===== src/cbhf_pkg.sv =====
// package: constants, coefficient table and arithmetic helpers for the biquad cascade
package cbhf_pkg;

  localparam int NUM_SECTIONS_DEF   = 21;
  localparam int NUM_CHANNELS_DEF   = 2;
  localparam int SAMPLE_BITS_DEF    = 24;
  localparam int COEF_FRAC_BITS_DEF = 30;

  localparam int DATA_W   = 48;
  localparam int COEF_W   = 32;
  localparam int FILT_W   = 32;
  localparam int TABLE_LEN = 21;
  localparam int NUM_TAPS = 5;
  localparam int PROD_W   = DATA_W + COEF_W;
  localparam int ACC_W    = PROD_W + 4;

  localparam logic OP_FILTER = 1'b0;
  localparam logic OP_CLEAR  = 1'b1;

  localparam logic signed [COEF_W-1:0] ONEQ  = 32'sh4000_0000;
  localparam logic signed [COEF_W-1:0] MTWOQ = 32'sh8000_0000;

  localparam logic signed [DATA_W-1:0] DATA_MAX = {1'b0, {(DATA_W-1){1'b1}}};
  localparam logic signed [DATA_W-1:0] DATA_MIN = {1'b1, {(DATA_W-1){1'b0}}};

  typedef logic signed [DATA_W-1:0] data_t;
  typedef logic signed [COEF_W-1:0] coef_t;

  // q2.30 constants: gain, then a1, a2 of each high-pass pair
  function automatic coef_t q30(input longint unsigned d);
    return coef_t'((d * 64'd1048576 + 64'd4882812) / 64'd9765625);
  endfunction

  // raw q2.30 coefficient for section sec, tap k (b0 b1 b2 a1 a2)
  function automatic coef_t coef_raw(input int sec, input int k);
    longint unsigned g [10];
    longint unsigned p [10];
    longint unsigned q [10];
    int pr;
    g = '{64'd9560650587, 64'd9154215455, 64'd8794227242, 64'd8481743932,
          64'd8216649294, 64'd7998158932, 64'd7825190425, 64'd7696630955,
          64'd7611513734, 64'd7569138408};
    p = '{64'd18692123890, 64'd17897497420, 64'd17193682190, 64'd16582742930,
          64'd16064454320, 64'd15637280940, 64'd15299108030, 64'd15047760010,
          64'd14881346230, 64'd14798498150};
    q = '{64'd9550478458, 64'd8719363213, 64'd7983226776, 64'd7344233394,
          64'd6802144051, 64'd6355354786, 64'd6001653671, 64'd5738763213,
          64'd5564708114, 64'd5478054881};
    pr = sec / 2;
    if (sec >= TABLE_LEN - 1) begin
      return (k == 0) ? ONEQ : coef_t'(0);
    end else if (sec % 2 == 0) begin
      return (k == 0) ? q30(g[pr]) : coef_t'(0);
    end else begin
      unique case (k)
        0, 2:    return ONEQ;
        1:       return MTWOQ;
        3:       return -q30(p[pr]);
        default: return q30(q[pr]);
      endcase
    end
  endfunction

  // coefficient rescaled to frac fraction bits, round half up
  function automatic coef_t coef_get(input int sec, input int k, input int frac);
    longint c;
    int d;
    c = longint'(coef_raw(sec, k));
    d = 30 - frac;
    if (d == 0) return coef_t'(c);
    return coef_t'((c + (64'sd1 <<< (d - 1))) >>> d);
  endfunction

endpackage


===== src/cbhf_cell.sv =====
`default_nettype none
// one section cell: history of all channels of one section, ten-step mac on a half-width multiplier
module cbhf_cell #(
  parameter int NUM_CHANNELS   = cbhf_pkg::NUM_CHANNELS_DEF,
  parameter int SECTION        = 0,
  parameter int COEF_FRAC_BITS = cbhf_pkg::COEF_FRAC_BITS_DEF,
  parameter int CH_W           = 1
) (
  input  wire logic                        clk,
  input  wire logic                        rst,
  input  wire logic                        start,
  input  wire logic                        clr,
  input  wire logic [CH_W-1:0]             ch,
  input  wire logic signed [cbhf_pkg::DATA_W-1:0] x_in,
  output logic                             done,
  output logic signed [cbhf_pkg::DATA_W-1:0] y_out
);
  import cbhf_pkg::*;

  localparam int STEP_W = 4;
  localparam int HALF_W = DATA_W / 2;
  localparam int MUL_W  = HALF_W + 1 + COEF_W;
  localparam logic [STEP_W-1:0] LAST_STEP = STEP_W'(2 * NUM_TAPS - 1);

  data_t x1 [NUM_CHANNELS];
  data_t x2 [NUM_CHANNELS];
  data_t y1 [NUM_CHANNELS];
  data_t y2 [NUM_CHANNELS];

  logic              busy;
  logic [STEP_W-1:0] step;
  logic [STEP_W-2:0] tap;
  logic              hi_half;
  logic [CH_W-1:0]   cur;
  data_t             x0;
  logic signed [ACC_W-1:0]  acc;
  logic signed [HALF_W:0]   mul_a;
  logic signed [MUL_W-1:0]  prod;
  logic              prod_hi;
  logic              prod_v;
  logic              last_v;
  data_t             opnd;
  coef_t             cf;
  logic signed [ACC_W-1:0] part;
  logic signed [ACC_W-1:0] acc_next;
  logic signed [ACC_W-1:0] rnd;
  logic signed [ACC_W-1:0] shf;
  data_t             y_sat;

  // two steps per tap: low half of the operand first, then the high half
  assign tap     = step[STEP_W-1:1];
  assign hi_half = step[0];

  always_comb begin
    unique case (tap)
      3'd0:    begin opnd = x0;      cf = coef_get(SECTION, 0, COEF_FRAC_BITS); end
      3'd1:    begin opnd = x1[cur]; cf = coef_get(SECTION, 1, COEF_FRAC_BITS); end
      3'd2:    begin opnd = x2[cur]; cf = coef_get(SECTION, 2, COEF_FRAC_BITS); end
      3'd3:    begin opnd = y1[cur]; cf = -coef_get(SECTION, 3, COEF_FRAC_BITS); end
      default: begin opnd = y2[cur]; cf = -coef_get(SECTION, 4, COEF_FRAC_BITS); end
    endcase
  end

  // low half unsigned, high half signed
  assign mul_a = hi_half ? {opnd[DATA_W-1], opnd[DATA_W-1:HALF_W]}
                         : {1'b0, opnd[HALF_W-1:0]};

  // -coef of -2^31 is impossible for a1/a2 since they are never mtwoq
  assign part     = prod_hi ? (ACC_W'(prod) <<< HALF_W) : ACC_W'(prod);
  assign acc_next = acc + part;
  assign rnd = acc_next + (ACC_W'(1) <<< (COEF_FRAC_BITS - 1));
  assign shf = rnd >>> COEF_FRAC_BITS;

  always_comb begin
    if (shf > ACC_W'(DATA_MAX))      y_sat = DATA_MAX;
    else if (shf < ACC_W'(DATA_MIN)) y_sat = DATA_MIN;
    else                             y_sat = shf[DATA_W-1:0];
  end

  always_ff @(posedge clk) begin
    if (rst) begin
      done   <= 1'b0;
      busy   <= 1'b0;
      prod_v <= 1'b0;
      last_v <= 1'b0;
      step   <= '0;
      for (int c = 0; c < NUM_CHANNELS; c++) begin
        x1[c] <= '0; x2[c] <= '0; y1[c] <= '0; y2[c] <= '0;
      end
    end else begin
      done <= !start && !busy && prod_v && last_v;
      if (clr) begin
        x1[ch] <= '0; x2[ch] <= '0; y1[ch] <= '0; y2[ch] <= '0;
      end
      if (start) begin
        busy <= 1'b1;
        step <= '0;
        cur  <= ch;
        x0   <= x_in;
        acc  <= '0;
      end else if (busy) begin
        // multiply registered, accumulate on the next step
        prod    <= MUL_W'(mul_a * cf);
        prod_hi <= hi_half;
        prod_v  <= 1'b1;
        last_v  <= (step == LAST_STEP);
        if (prod_v) acc <= acc_next;
        if (step == LAST_STEP) busy <= 1'b0;
        else step <= step + 4'd1;
      end else if (prod_v) begin
        prod_v <= 1'b0;
        last_v <= 1'b0;
        if (last_v) begin
          y_out   <= y_sat;
          x2[cur] <= x1[cur];
          x1[cur] <= x0;
          y2[cur] <= y1[cur];
          y1[cur] <= y_sat;
        end
      end
    end
  end

`ifndef SYNTH
  a_no_overlap: assert property (@(posedge clk) disable iff (rst)
    start |-> !busy && !prod_v) else $error("cell restarted while busy");
  a_done_after_last: assert property (@(posedge clk) disable iff (rst)
    done |-> $past(last_v)) else $error("done without final product");
  a_clear_idle: assert property (@(posedge clk) disable iff (rst)
    clr |-> !busy && !prod_v) else $error("clear during work");
`endif
endmodule
`default_nettype wire


===== config.mk =====
export PLATFORM = sky130hd
export DESIGN_NAME = cbhf_cell
export DESIGN_NICKNAME = d
export VERILOG_FILES = /design/src/cbhf_pkg.sv /design/src/cbhf_cell.sv
export SDC_FILE = /design/constraint.sdc
export NUM_CORES = 2
export LEC_CHECK = 0
export BUFFER_PORTS_ARGS = -buffer_cell sky130_fd_sc_hd__buf_2
export CELL_PAD_IN_SITES_DETAIL_PLACEMENT = 0
export CELL_PAD_IN_SITES_GLOBAL_PLACEMENT = 2
export CORE_ASPECT_RATIO = 0.75
export CORE_MARGIN = 4
export CORE_UTILIZATION = 42
export DETAILED_ROUTE_END_ITERATION = 16
export GPL_ROUTABILITY_DRIVEN = 0
export HOLD_SLACK_MARGIN = 0.06
export PLACE_DENSITY_LB_ADDON = 0.1
export SYNTH_ARGS = -nofsm -noshare
export SYNTH_HDL_FRONTEND = slang
export SYNTH_SLANG_ARGS = --single-unit

===== constraint.sdc =====
create_clock -name clk -period 13.7 [get_ports clk]
set_input_delay 0.685 -clock clk [delete_from_list [all_inputs] [get_ports clk]]
set_output_delay 0.685 -clock clk [all_outputs]
set_load 0.02 [all_outputs]

==> key figures <==
CTS
  • H-tree level count: 2
  • Clk pin slew, worst setup/hold paths: 0.06 ns
  • Number of buffers inserted for hold repair after clock tree synthesis: 0
  • Resized cells post-CTS: 0
  • TritonCTS buffer count: 44
  • CTS max path bufs: 3
  • CTS tree: done
  • Setup Buffers After CTS: 0
  • Clock tree root driver cell: clkbuf_16
  • Clock Latency Late Sink: 0.61 ns
  • Clk sink count: 387

Worst setup path
  • Number of cell instances on the worst register-to-register path: 32
  • Delay of the slowest critical-path stage: 0.96 ns
  • Crit path arrival time: 10.62 ns
  • Slack of the worst reg-to-reg path: 3.42 ns
  • Critical-path top delay cell: dfxtp_4
  • Sort of element at the end of the critical path: flop
  • Category of the worst setup path launch point: flop
  • Worst Setup Path Type: reg2reg
  • Capturing element of the worst setup path: prod[54]
  • Worst Path Max Fanout: 53
  • Capture instance of the worst register-to-register path: prod[54]
  • Crit path required time: 14.04 ns

STA
  • Layout Skew: 0.0243 ns
  • Setup repair after global routing missed its margin: false
  • Min Tclk post-route: 10.28 ns
  • Worst Max-Slew Pin Slew: 1.33 ns
  • Highest attainable clock frequency: 97.3 MHz
  • Max-slew violation count: 0
  • Headroom to the max-slew limit: 11.5%
  • Slack of the critical path: 3.42 ns
  • Setup tns final: 0 ns
  • Final-report setup violation count: 0
  • Hold Violations, Final: 0
  • Post-route clock period utilization: 75.1%

Floorplan
  • Number of top-level design ports: 102
  • Initial core utilization: 42.7%
  • Num rows: 89
  • Die extent in y: 254 um
  • Area enclosed by the die boundary: 85300 sq um
  • Die Span X: 336 um
  • Core area: 79300 sq um

Synthesis
  • Most used DFF post-synth: edfxtp_1
  • Netlist cell types: 92
  • Post-synthesis instance total: 3395
  • Sequential share of the synthesized area: 34.0%
  • Async set-reset flop share out of synthesis: 0%
  • Synth Cell Area: 33900 sq um
  • Area share of the largest cell type after synthesis: 33.5%
  • Number of enable-type register cells in the synthesized netlist: 378
  • Avg Inst Size Synth: 9.98 sq um
  • Post-synthesis register bit count: 387
  • Largest cells by area after synthesis: edfxtp_1 (34%), ha_1 (13%), fa_1 (12%)
  • Synthesis Warnings: 0
  • Area leader, netlist: edfxtp_1

Layout
  • Area of all placed cells without fillers: 36900 sq um
  • Layout Nets: 4036
  • Area added between synthesis and finish: 8.78%
  • Fraction of layout cells with a size suffix above 1: 8.13%
  • Antenna cells: 0
  • Share of the core filled with cells: 46.5%

Placement
  • Post-detailed-placement half-perimeter wirelength: 86100 um
  • Number of port buffers: 101
  • Placed cell area: 35400 sq um
  • Worst slack at placement: 3.51 ns

Routing
  • Starting DRT DRC Count: 2359
  • Drt drc: 0
  • Final wirelength: 109000 um
  • Count of TritonRoute iterations in the first routing pass: 5
  • WL per Instance: 24.2 um
  • DRT antenna net count: 0
  • Via density: 5.70
  • Vias after detailed routing: 25648

GRT
  • Sum of overflow across all layers after global routing: 0
  • Wire length of the first global-routing pass: 162000 um
  • Number of global-route vias before repair: 25499
  • Antenna violations before repair: 3
  • Overall global routing resource usage: 25.3%
  • Pin count of the biggest net entering global routing: 78

Status
  • Result of the run: finished, final reports clean

Worst hold path
  • Type of the tightest min-delay check: in2reg

Run
  • Maximum capacitance violations: 0
per-layer routing:
metal  up-vias  part of all wire, %  GRT usage [%]
li1      11956                    -              -
met1     12773                   48           38.6
met2       825                   42           36.8
met3        94                  8.4           5.92
met4         0                  1.8           4.76
met5         -                    0              0
cells by family after synthesis:
logic type               count (synthesis)  share of synthesized area (%)
adder cells (fa/ha/maj)                561                           25.3
multiplexers                           112                           3.42
AO/OA/AOI/OAI                          666                           12.2
buffers and inverters                  547                           6.29
flip-flops                             387                           34.0
other                                    2                         0.0222
AND/OR/NAND/NOR                        916                           13.4
XOR/XNOR                               204                           5.30
cell usage in the layout, fill, tap and decap left out, types with 67 or more instances in the layout:
cell type,instances
nor3_1,67
xor2_1,69
nand2_1,206
nor2_1,265
buf_2,101
ha_1,354
xnor2_1,134
edfxtp_1,378
fa_1,207
inv_1,384
mux2i_1,83
a21oi_1,258
o21ai_0,100
a21o_1,68
flip-flops by register name, indices dropped and copies added (netlist names), named ones only:
register  count
acc          77
busy          1
cur           1
done          1
last_v        1
prod         49
prod_hi       1
prod_v        1
step          4
x0           48
x1           50
x2           50
y1           50
y2            4
y_out        48
area by class of cell:
class / instances / area, sq um
repair buffers: 141 / 806
flip-flops and latches: 387 / 11500
clock buffers: 49 / 1120
well taps: 1046 / 1310
clock inverters: 32 / 330
inverters: 384 / 1440
fillers: 7649 / 42400
multi-input cells: 2464 / 20300
per-stage QoR:
stage          hold slack (ns)  cells
2_1_floorplan            0.444   3398
3_3_place_gp             0.460   4422
3_5_place_dp             0.481   4422
4_1_cts                  0.202   4503
5_1_grt                  0.223   4503
6_report                 0.255   4503
critical path: cells and delay by family (launching register included):
kind                       cells  cell delay [ns]
buffers and inverters          6             0.98
xor gates and xnor gates       1             0.16
muxes                          1             0.32
and+or+nand+nor                5             1.28
adders and majority gates      8             3.29
DFF                            1             0.96
AOI/OAI and AO/OA             11             2.95
cells in the mapped netlist, types with 43 or more instances:
cell,n
nor2_1,268
a21o_1,68
xor2_1,69
nor3_1,69
xnor2_1,134
a31oi_1,61
a21oi_1,258
ha_1,354
nand3_1,46
and3_1,49
fa_1,207
nand2_1,209
and2_1,62
inv_1,384
edfxtp_1,378
o21ai_0,100
nor2b_1,43
mux2i_1,83
clkbuf_1,125
how the worst min path moves through the flow:
stage	end	from	depth (start not counted)
3_5_place_dp	last_v	last_v	2
2_1_floorplan	last_v	last_v	2
4_1_cts	x0[5]	x_in[5]	1
6_report	x0[32]	x_in[32]	1
5_1_grt	x0[32]	x_in[32]	1
3_3_place_gp	last_v	last_v	2
Power is not shown: default switching activity piles up to over one toggle a cycle in this logic, so the estimate is an artifact.
